**src/hdl/mfd_pkg.sv**
```systemverilog
package mfd_pkg;

    // Pipeline depth: input register, six scaling stages, output register.
    localparam int NUM_STAGES = 8;
    localparam int OUT_STAGE  = NUM_STAGES - 1;

    localparam int IN_DATA_W  = 64;
    localparam int OUT_DATA_W = 152;
    localparam int CFG_IDX_W  = 3;
    localparam int VALUE_W    = 32;

    // Register indexes of the configuration channel.
    localparam logic [CFG_IDX_W-1:0] REG_POSITION_MIN = 3'd0;
    localparam logic [CFG_IDX_W-1:0] REG_POSITION_MAX = 3'd1;
    localparam logic [CFG_IDX_W-1:0] REG_VELOCITY_MIN = 3'd2;
    localparam logic [CFG_IDX_W-1:0] REG_VELOCITY_MAX = 3'd3;
    localparam logic [CFG_IDX_W-1:0] REG_TORQUE_MIN   = 3'd4;
    localparam logic [CFG_IDX_W-1:0] REG_TORQUE_MAX   = 3'd5;

    // Reset ranges, Q16.16.
    localparam logic signed [VALUE_W-1:0] RST_POSITION_MIN = -32'sd819200;
    localparam logic signed [VALUE_W-1:0] RST_POSITION_MAX =  32'sd819200;
    localparam logic signed [VALUE_W-1:0] RST_VELOCITY_MIN = -32'sd1966080;
    localparam logic signed [VALUE_W-1:0] RST_VELOCITY_MAX =  32'sd1966080;
    localparam logic signed [VALUE_W-1:0] RST_TORQUE_MIN   = -32'sd655360;
    localparam logic signed [VALUE_W-1:0] RST_TORQUE_MAX   =  32'sd655360;

    // Per-stage load enables and occupancy, shared by all lanes.
    typedef struct packed {
        logic [NUM_STAGES-1:0] ld;
        logic [NUM_STAGES-1:0] vld;
    } pipe_ctrl_t;

    // Fields that ride alongside the scaling lanes unchanged.
    typedef struct packed {
        logic [7:0] rotor_temp;
        logic [7:0] stage_temp;
        logic [3:0] state_code;
        logic [3:0] motor_id;
    } frame_meta_t;

endpackage

```
**src/hdl/mfd_pipe_ctrl.sv**
```systemverilog
module mfd_pipe_ctrl (
    input  logic                aclk,
    input  logic                aresetn,
    input  logic                in_valid,
    input  logic                out_ready,
    output mfd_pkg::pipe_ctrl_t pipe
);

    logic [mfd_pkg::NUM_STAGES-1:0] vld_reg;
    logic [mfd_pkg::NUM_STAGES-1:0] vld_next;
    logic [mfd_pkg::NUM_STAGES-1:0] ld;

    // A stage loads when it is empty or its word moves on; bubbles collapse.
    always_comb begin
        ld[mfd_pkg::OUT_STAGE] = !vld_reg[mfd_pkg::OUT_STAGE] || out_ready;
        for (int k = mfd_pkg::OUT_STAGE - 1; k >= 0; k--) begin
            ld[k] = !vld_reg[k] || ld[k+1];
        end
        vld_next[0] = ld[0] ? in_valid : vld_reg[0];
        for (int k = 1; k < mfd_pkg::NUM_STAGES; k++) begin
            vld_next[k] = ld[k] ? vld_reg[k-1] : vld_reg[k];
        end
    end

    always_ff @(posedge aclk) begin
        if (!aresetn) begin
            vld_reg <= '0;
        end else begin
            vld_reg <= vld_next;
        end
    end

    assign pipe.ld  = ld;
    assign pipe.vld = vld_reg;

endmodule

```
**config.mk**
```make
export PLATFORM = sky130hd
export DESIGN_NAME = mfd_pipe_ctrl
export DESIGN_NICKNAME = d
export VERILOG_FILES = /design/src/hdl/mfd_pkg.sv /design/src/hdl/mfd_pipe_ctrl.sv
export SDC_FILE = /design/constraint.sdc
export NUM_CORES = 1
export LEC_CHECK = 0
export ABC_AREA = 1
export BUFFER_PORTS_ARGS = -buffer_cell sky130_fd_sc_hd__clkbuf_2
export CAP_MARGIN = 20
export CORE_AREA = 2 2 39 41
export CTS_CLUSTER_DIAMETER = 150
export DETAILED_ROUTE_END_ITERATION = 8
export DIE_AREA = 0 0 41 43
export PLACE_DENSITY = 0.53
export RECOVER_POWER = 100
export SLEW_MARGIN = 25
export SYNTH_ARGS = -nofsm -noshare
export SYNTH_HDL_FRONTEND = slang
export SYNTH_SLANG_ARGS = --single-unit
```
**constraint.sdc**
```tcl
create_clock -name aclk -period 1.5 [get_ports aclk]
set_clock_uncertainty 0.1 [all_clocks]
set_input_delay 0.225 -clock aclk [delete_from_list [all_inputs] [get_ports aclk]]
set_output_delay 0.225 -clock aclk [all_outputs]
set_load 0.02 [all_outputs]
```
==> out/results.ini <==
[clocking]
cts_tree=built
cts_sinks=8
cts.path.max_buffers=2
clock_latency_ps=240
cts_made_buffers=3
clkTransAtPathRegs_ps=50
cts_root_buf=clkbuf_4
htree_levels=1

[worst_setup_path]
critical_path_class=register to output port
startpoint_type=register
rr_startpoint=vld_reg[4]
rr_worst_depth=5
r2r-end=vld_reg[1]
required_ps=1170
cp.arrival_ps=1280
end_kind=output port
regToRegSetupSlack_ps=230
cp_max_fo=5
cp-startpoint=vld_reg[4]

[synthesis]
ys_ff_latch=8
ys_seq_area_frac=0.494
syn_avg_cell_area_um2=9.00
synthTopCellsByArea=dfxtp_1, inv_1, a21oi_1
syn_nets=40
yosysWarnings=0
yosysTopAreaCellShare=0.494
yosys.area.top_type=dfxtp_1
syn_area_um2=324
yosysUniqueCellTypes=12
synthCells=36

[final_layout]
drive_gt1_frac=0.615
antenna_cells=0
final_nets=71
num-fill-cells=153
syn_to_final_growth_pct=71.4
largest_register_ffs=8

[placement]
io_buffers=19
globalplace.congestion=0.629
hpwl_um=506
place_ws_ps=84.2

[timing]
final-max-slew-violation-count=0
tightestPinTransition_ps=270
setup_viol=4
fmax_ghz=0.624
finalCritPeriodShare=1.07
rsz0062_at_grt=true
hold_viol_final=0
layout_setup_ws_ps=-102
timing.hold.ws_ps=106
timing.final.crit_period_ps=1600
slew_headroom=0.820

[floorplan]
die_h_um=43
io_pins=20
die_x_um=41
start_util=0.234
core_area_um2=1380
die_area_um2=1760
floorplan.rows=14

[global_route]
grt_pass1_vias=278
grt_overflow=0
antenna_found_initial=0
grtUsageTotal=0.0987
grt_max_degree=9
grt_pass1_wl_mm=1.14

[run]
cap_viol_max_count=0

[worst_hold_path]
hold_depth=3
hold_path_end=vld_reg[0]
hold_path_class=input port to register
hold_path_startpoint=in_valid

[route]
wl_per_cell_um=8.74
vias=337
drc=0
wl_um=708
avgViaCountPerCell=4.16
drtIter0Drc=4
drt_pass1_iterations=4
ant_nets=0

[power_and_ir_drop]
power_density_nw_per_um2=720
p_leak_nw=0.271
ir_drop_uv=251
finalPower_uw=400

[run_status]
status=finished, violations left
violations=negative setup slack

how the worst max path moves through the flow:
stage                       to  slack, ps  cells after the start
CTS                    pipe[8]       -120                      4
finish                 pipe[8]       -100                      4
global route           pipe[8]       -220                      4
detailed placement     pipe[8]         80                      6
floorplan           vld_reg[0]          9                      4
global placement       pipe[8]         90                      6
final cells by class:
class                   instances  area, um^2  area share
inverters                      11        41.3      0.0743
repair buffers                 26         175       0.315
flip-flops and latches          8         166       0.300
well taps                      16        20.0      0.0360
clock buffers                   3        22.5      0.0405
multi-input cells              17         130       0.234
power breakdown:
part	internal [mW]	leakage [nW]	switching (mW)
logic	0.00896	0.190	0.0156
clock network	0.0910	0.0138	0.0645
registers	0.215	0.0669	0.00455
critical path, cell delays in order (launching register included):
cell,delay (ps)
dfxtp_1,340
inv_2,70
nor3_4,290
nand4_2,140
clkbuf_2,180
cells by family (layout without fill, tap and decap cells):
| kind of cell | count (synthesis) | after routing | synth area share |
|---|---|---|---|
| compound gates | 7 | 7 | 0.120 |
| buf+inv | 11 | 40 | 0.127 |
| flops | 8 | 8 | 0.494 |
| simple gates | 10 | 10 | 0.259 |
cell usage in the layout (no fill, tap or decap):
cell type	Yosys	layout
clkbuf_2	0	15
inv_1	9	9
buf_4	0	8
a21oi_1	6	6
dfxtp_1	8	5
clkbuf_4	0	3
nand2_1	2	2
inv_2	2	2
nor2_1	3	2
dfxtp_2	0	2
nand3_1	1	1
nand4_4	1	1
nor2_4	0	1
nor3_4	1	1
nand3_2	1	1
nand4_2	1	1
a21oi_2	1	1
buf_8	0	1
clkbuf_8	0	1
buf_6	0	1
dfxtp_4	0	1
per-layer routing:
| layer | vias up | GRT usage | wire, um |
|---|---|---|---|
| li1 | 173 | - | - |
| met1 | 145 | 0.114 | 303 |
| met2 | 19 | 0.138 | 326 |
| met3 | 0 | 0.0366 | 79 |
| met4 | 0 | 0.0800 | 0 |
| met5 | - | 0 | 0 |
per-stage QoR:
step | cell area (um^2) | setup TNS, ps | utilization | std cells
2_1_floorplan | 325 | 0 | - | 36
3_3_place_gp | 455 | 0 | 0.329 | 73
3_5_place_dp | 455 | 0 | 0.329 | 73
4_1_cts | 536 | -284 | 0.387 | 80
5_1_grt | 556 | -842 | 0.401 | 81
6_report | 556 | -316 | 0.401 | 81
what timing repair did:
action / 4_1_cts / 5_1_grt
setup buffers: 4 / 1
gates resized for setup: 9 / 6
endpoints found under the setup margin: 5 / 5
hold buffers: 0 / 0
pin swaps: 2 / 0
cells in the mapped netlist:
master and instances:
a21oi_1 6, a21oi_2 1, dfxtp_1 8, inv_1 9, inv_2 2, nand2_1 2
nand3_1 1, nand3_2 1, nand4_2 1, nand4_4 1, nor2_1 3, nor3_4 1
No activity file was read; power rests on OpenSTA's default activity.
