--- src/hdl/mfd_pkg.sv ---
package mfd_pkg;

    // Pipeline depth: input register, six scaling stages, output register.
    localparam int NUM_STAGES = 8;
    localparam int OUT_STAGE  = NUM_STAGES - 1;

    localparam int IN_DATA_W  = 64;
    localparam int OUT_DATA_W = 152;
    localparam int CFG_IDX_W  = 3;
    localparam int VALUE_W    = 32;

    // Register indexes of the configuration channel.
    localparam logic [CFG_IDX_W-1:0] REG_POSITION_MIN = 3'd0;
    localparam logic [CFG_IDX_W-1:0] REG_POSITION_MAX = 3'd1;
    localparam logic [CFG_IDX_W-1:0] REG_VELOCITY_MIN = 3'd2;
    localparam logic [CFG_IDX_W-1:0] REG_VELOCITY_MAX = 3'd3;
    localparam logic [CFG_IDX_W-1:0] REG_TORQUE_MIN   = 3'd4;
    localparam logic [CFG_IDX_W-1:0] REG_TORQUE_MAX   = 3'd5;

    // Reset ranges, Q16.16.
    localparam logic signed [VALUE_W-1:0] RST_POSITION_MIN = -32'sd819200;
    localparam logic signed [VALUE_W-1:0] RST_POSITION_MAX =  32'sd819200;
    localparam logic signed [VALUE_W-1:0] RST_VELOCITY_MIN = -32'sd1966080;
    localparam logic signed [VALUE_W-1:0] RST_VELOCITY_MAX =  32'sd1966080;
    localparam logic signed [VALUE_W-1:0] RST_TORQUE_MIN   = -32'sd655360;
    localparam logic signed [VALUE_W-1:0] RST_TORQUE_MAX   =  32'sd655360;

    // Per-stage load enables and occupancy, shared by all lanes.
    typedef struct packed {
        logic [NUM_STAGES-1:0] ld;
        logic [NUM_STAGES-1:0] vld;
    } pipe_ctrl_t;

    // Fields that ride alongside the scaling lanes unchanged.
    typedef struct packed {
        logic [7:0] rotor_temp;
        logic [7:0] stage_temp;
        logic [3:0] state_code;
        logic [3:0] motor_id;
    } frame_meta_t;

endpackage

--- src/hdl/mfd_scale_lane.sv ---
module mfd_scale_lane #(
    parameter int RAW_BITS = 16
) (
    input  logic                       aclk,
    input  logic                       aresetn,
    input  mfd_pkg::pipe_ctrl_t        pipe,
    input  logic [RAW_BITS-1:0]        raw_in,
    input  logic signed [mfd_pkg::VALUE_W-1:0] range_lo,
    input  logic signed [mfd_pkg::VALUE_W-1:0] range_hi,
    output logic [mfd_pkg::VALUE_W-1:0] scaled
);

    localparam int VW = mfd_pkg::VALUE_W;
    localparam int XW = RAW_BITS + VW;
    localparam int TW = XW + 1;
    localparam logic [TW-1:0] FULL = TW'((65'd1 << RAW_BITS) - 65'd1);

    logic [RAW_BITS-1:0] raw_reg;
    logic [VW-1:0]       mag_reg;
    logic                neg_reg [1:6];
    logic [VW-1:0]       lo_reg  [1:6];
    logic [XW-1:0]       x_reg   [2:6];
    logic [TW-1:0]       t_reg   [3:5];
    logic [VW-1:0]       q_reg;
    logic [VW-1:0]       scaled_reg;

    logic [VW:0]   span_next;
    logic [VW:0]   span_abs;
    logic [XW-1:0] x_next;
    logic [TW-1:0] t3_next;
    logic [TW-1:0] t4_next;
    logic [TW-1:0] t5_next;
    logic [VW-1:0] q0;
    logic [VW:0]   q0_inc;
    logic [TW-1:0] q0_inc_full;
    logic [VW-1:0] q_next;
    logic [VW-1:0] scaled_next;

    // Magnitude of raw * span is divided by 2^n - 1 through the series
    // 2^-n (1 + 2^-n)(1 + 2^-2n)(1 + 2^-4n); the estimate is at most one low.
    always_comb begin
        span_next   = {range_hi[VW-1], range_hi} - {range_lo[VW-1], range_lo};
        span_abs    = span_next[VW] ? (~span_next + {{VW{1'b0}}, 1'b1}) : span_next;
        x_next      = XW'(raw_reg) * XW'(mag_reg);
        t3_next     = {1'b0, x_reg[2]} + ({1'b0, x_reg[2]} >> RAW_BITS);
        t4_next     = t_reg[3] + (t_reg[3] >> (2 * RAW_BITS));
        t5_next     = t_reg[4] + (t_reg[4] >> (4 * RAW_BITS));
        q0          = t_reg[5][RAW_BITS +: VW];
        q0_inc      = {1'b0, q0} + {{VW{1'b0}}, 1'b1};
        q0_inc_full = {q0_inc, {RAW_BITS{1'b0}}} - TW'(q0_inc);
        q_next      = ({1'b0, x_reg[5]} >= q0_inc_full) ? q0_inc[VW-1:0] : q0;
        scaled_next = neg_reg[6] ? (lo_reg[6] - q_reg) : (lo_reg[6] + q_reg);
    end

    always_ff @(posedge aclk) begin
        if (pipe.ld[1]) begin
            raw_reg    <= raw_in;
            mag_reg    <= span_abs[VW-1:0];
            neg_reg[1] <= span_next[VW];
            lo_reg[1]  <= range_lo;
        end
        for (int k = 2; k <= 6; k++) begin
            if (pipe.ld[k]) begin
                neg_reg[k] <= neg_reg[k-1];
                lo_reg[k]  <= lo_reg[k-1];
            end
        end
        if (pipe.ld[2]) begin
            x_reg[2] <= x_next;
        end
        for (int k = 3; k <= 6; k++) begin
            if (pipe.ld[k]) begin
                x_reg[k] <= x_reg[k-1];
            end
        end
        if (pipe.ld[3]) begin
            t_reg[3] <= t3_next;
        end
        if (pipe.ld[4]) begin
            t_reg[4] <= t4_next;
        end
        if (pipe.ld[5]) begin
            t_reg[5] <= t5_next;
        end
        if (pipe.ld[6]) begin
            q_reg <= q_next;
        end
        if (pipe.ld[7]) begin
            scaled_reg <= scaled_next;
        end
    end

    assign scaled = scaled_reg;

    // Quotient check: q * full <= x < (q + 1) * full.
    logic [TW-1:0] chk_qf;
    logic [TW-1:0] chk_rem;
    always_comb begin
        chk_qf  = {1'b0, q_reg, {RAW_BITS{1'b0}}} - TW'(q_reg);
        chk_rem = {1'b0, x_reg[6]} - chk_qf;
    end

    a_quot_floor: assert property (@(posedge aclk) disable iff (!aresetn)
        pipe.vld[6] |-> ({1'b0, x_reg[6]} >= chk_qf))
        else $error("quotient too large");

    a_quot_rem: assert property (@(posedge aclk) disable iff (!aresetn)
        pipe.vld[6] |-> (chk_rem < FULL))
        else $error("quotient remainder out of range");

endmodule
--- config.mk ---
export PLATFORM = sky130hd
export DESIGN_NAME = mfd_scale_lane
export DESIGN_NICKNAME = d
export VERILOG_FILES = /design/src/hdl/mfd_pkg.sv /design/src/hdl/mfd_scale_lane.sv
export SDC_FILE = /design/constraint.sdc
export NUM_CORES = 2
export LEC_CHECK = 0
export BUFFER_PORTS_ARGS = -buffer_cell sky130_fd_sc_hd__buf_2
export CAP_MARGIN = 10
export CORE_ASPECT_RATIO = 1.2
export CORE_MARGIN = 5
export CORE_UTILIZATION = 30
export CTS_CLUSTER_SIZE = 8
export DETAILED_ROUTE_END_ITERATION = 10
export GPL_ROUTABILITY_DRIVEN = 1
export PLACE_DENSITY_LB_ADDON = 0.12
export SYNTH_ARGS = -nofsm -noshare
export SYNTH_HDL_FRONTEND = slang
export SYNTH_SLANG_ARGS = --single-unit
--- constraint.sdc ---
create_clock -name aclk -period 11.4 [get_ports aclk]
set_clock_uncertainty 0.05 [all_clocks]
set_input_delay 2.28 -clock aclk [delete_from_list [all_inputs] [get_ports aclk]]
set_output_delay 2.28 -clock aclk [all_outputs]
set_load 0.05 [all_outputs]
==> out/summary.txt <==
relative slew slack -> 22.8%
post-synthesis xor/xnor area fraction -> 6.47%
Synth area leader -> edfxtp_1
# resized after CTS -> 0
EDFF count, synth -> 615
fin crit share -> 74.9%
Max Freq -> 117 MHz
initial antenna violation count -> 7
first-pass GRT wire length -> 195,000 um
CP Capture Type -> flop
Initial Utilization -> 30.1%
Hold Fails Final Rpt -> 0
Simple-Gate Fraction of Synth Area -> 13.1%
Post-Synth Adder-Cell Area -> 26.4%
Post-DP HPWL -> 98,300 um
Fin Hold WS -> 0.327 ns
CORE AREA -> 152,000 sq um
number of port buffers -> 119
DP Cell Count -> 6,147
CTS max path bufs -> 3
Finish-stage setup viols -> 0
CP top delay family -> simple AND/OR/NAND/NOR gates
synth unique cells -> 99
CTS tree -> yes
Wirelength per Cell -> 20.4 um
Worst Setup SP -> t_reg[5][16]$_DFFE_PP_
vias in the first global route -> 31,200
CTS clk-pin slew, worst paths -> 0.06 ns
drt pass-1 iters -> 5
status -> completed
Critical Path AT -> 8.89 ns
largest family of logic cells by synthesized area -> adder cells
register area share after synthesis -> 40.3%
Antenna Violating Nets Remaining -> 0
most common cell after layout, fill and taps aside -> edfxtp_1
Non-Filler Instances -> 6,257
Cells after Synth -> 4,127
Max Cap Viol -> 0
Overflow after GRT -> 0
CP required -> 11.75 ns
Worst setup SP type -> flop
CTS HTree Levels -> 3
CTS Root Cell -> clkbuf_16
post-synthesis compound-gate area fraction -> 7.77%
# rows -> 157
# DRC -> 0
CP Max Fanout -> 21
RSZ-0062 raised after global routing -> no
final setup TNS -> 0 ns
yosys warns -> 0
layout cells sized above 1 -> 7.46%
Worst Max-Slew Pin Slew -> 1.13 ns
Skew-Pair Late Insertion Delay -> 0.70 ns
Synth Area per Inst -> 11.1 sq um
area delta synth->final -> 11.8%
post-route minimum period -> 8.54 ns
top-area cell type share of the netlist area -> 40.3%
setup bufs post-CTS -> 0
mapped cell area -> 45,900 sq um
FF-to-FF Start -> t_reg[5][16]$_DFFE_PP_
syn_nets -> 4,939
WS Path Type -> flop to flop
drt total wl -> 128,000 um
largest net degree at the start of global routing -> 73
commonest non-fill, non-tap cells in the layout -> 615 x edfxtp_1, 570 x inv_1, 449 x nand2_1
Chip Height -> 438 um
routed vias -> 29,300
ys async rst share -> 0%
post-synthesis mux area share -> 0.0900%
CTS Hold Bufs -> 0
All-Layer GR Usage -> 15.9%
CTS buffer count -> 89
die extent in x -> 367 um
buffers and inverters on the worst path -> 2
Placer Congestion -> 0.807
vias per inst -> 4.69
Crit path largest cell delay -> 0.69 ns
Yosys reg bits -> 615
DR iter-0 viols -> 1,408
Nets -> 5,063
die area -> 161,000 sq um
slowest stage cell, crit path -> nor4_1
HP Start -> t_reg[4][42]$_DFFE_PP_
hold crit path type -> flop to flop
IO Pins -> 130
Slew Limit Fails -> 0
main area contributors after synthesis -> edfxtp_1 40%, fa_1 18%, ha_1 8.0%
CTS sink count -> 615
predominant post-synthesis flop cell -> edfxtp_1
-- layer usage --
metal  up-vias  wire length [um]  share of wire, %  track usage [%]
met3       176              4310               3.4             1.78
met4         0              3990               3.1             5.13
li1      14000                 -                 -                -
met5         -                 0                 0                0
met2       507             64600                50             28.6
met1     14600             55000                43             20.1
-- layout make-up --
cell class                      instances  area (sq um)
Fill cell                           15300        101000
Timing Repair Buffer                  166           961
Multi-Input combinational cell       2808         24700
Clock buffer                           93          2240
Inverter                              571          2140
Clock inverter                         12           249
Tap cell                             1987          2490
Sequential cell                       615         18500
Antenna cell                            5          12.5
-- synthesized netlist by cell type (5+ instances only) --
cell type,n
a211o_1,6
a211oi_1,7
a21boi_0,11
a21o_1,87
a21oi_1,178
a31oi_1,22
and2_1,222
and3_1,41
and4_1,14
buf_2,15
clkbuf_1,108
edfxtp_1,615
fa_1,421
ha_1,293
inv_1,570
nand2_1,449
nand2b_1,29
nand3_1,62
nand4_1,38
nor2_1,168
nor2b_1,27
nor3_1,56
nor3b_1,11
nor4_1,19
o211ai_1,7
o21a_1,30
o21ai_0,112
o21ai_1,6
o21bai_1,21
o31ai_1,11
or2_2,8
or3_1,10
or4_1,5
xnor2_1,215
xor2_1,115
-- per-stage QoR --
step | instance area, sq um | worst slack [ns] | utilization, %
floorplan | 45900 | 4.50 | -
global placement | 48800 | 2.87 | 32.0
detailed placement | 48800 | 2.84 | 32.0
CTS | 51300 | 2.79 | 33.7
global route | 51300 | 2.35 | 33.7
finish | 51300 | 2.86 | 33.7
-- worst register-to-register path: cells and delay by family, from the launching register on --
kind                     cells  cell delay, ns
buffers and inverters        2            0.37
XOR/XNOR                     1            0.24
adder cells (fa/ha/maj)      3            0.92
flip-flops                   1            0.53
multiplexers                 1            0.45
AND/OR/NAND/NOR             14            3.53
AO/OA/AOI/OAI                8            2.19
-- final timing paths --
| path | endpoint | slack [ns] | cells past startpoint |
|---|---|---|---|
| max | q_reg[1]$_DFFE_PP_ | 2.86 | 29 |
| min | t_reg[5][42]$_DFFE_PP_ | 0.33 | 0 |
| min reg2reg | t_reg[5][42]$_DFFE_PP_ | 0.33 | 0 |
| max reg2reg | q_reg[1]$_DFFE_PP_ | 2.86 | 29 |
-- logic make-up after synthesis --
kind of cell    after synthesis
buf+inv                     704
simple gates               1195
flops                       615
mux                           4
xor+xnor                    334
fa+ha+maj                   717
compound gates              558
Power is not shown: default switching activity piles up to over one toggle a cycle in this logic, so the estimate is an artifact.
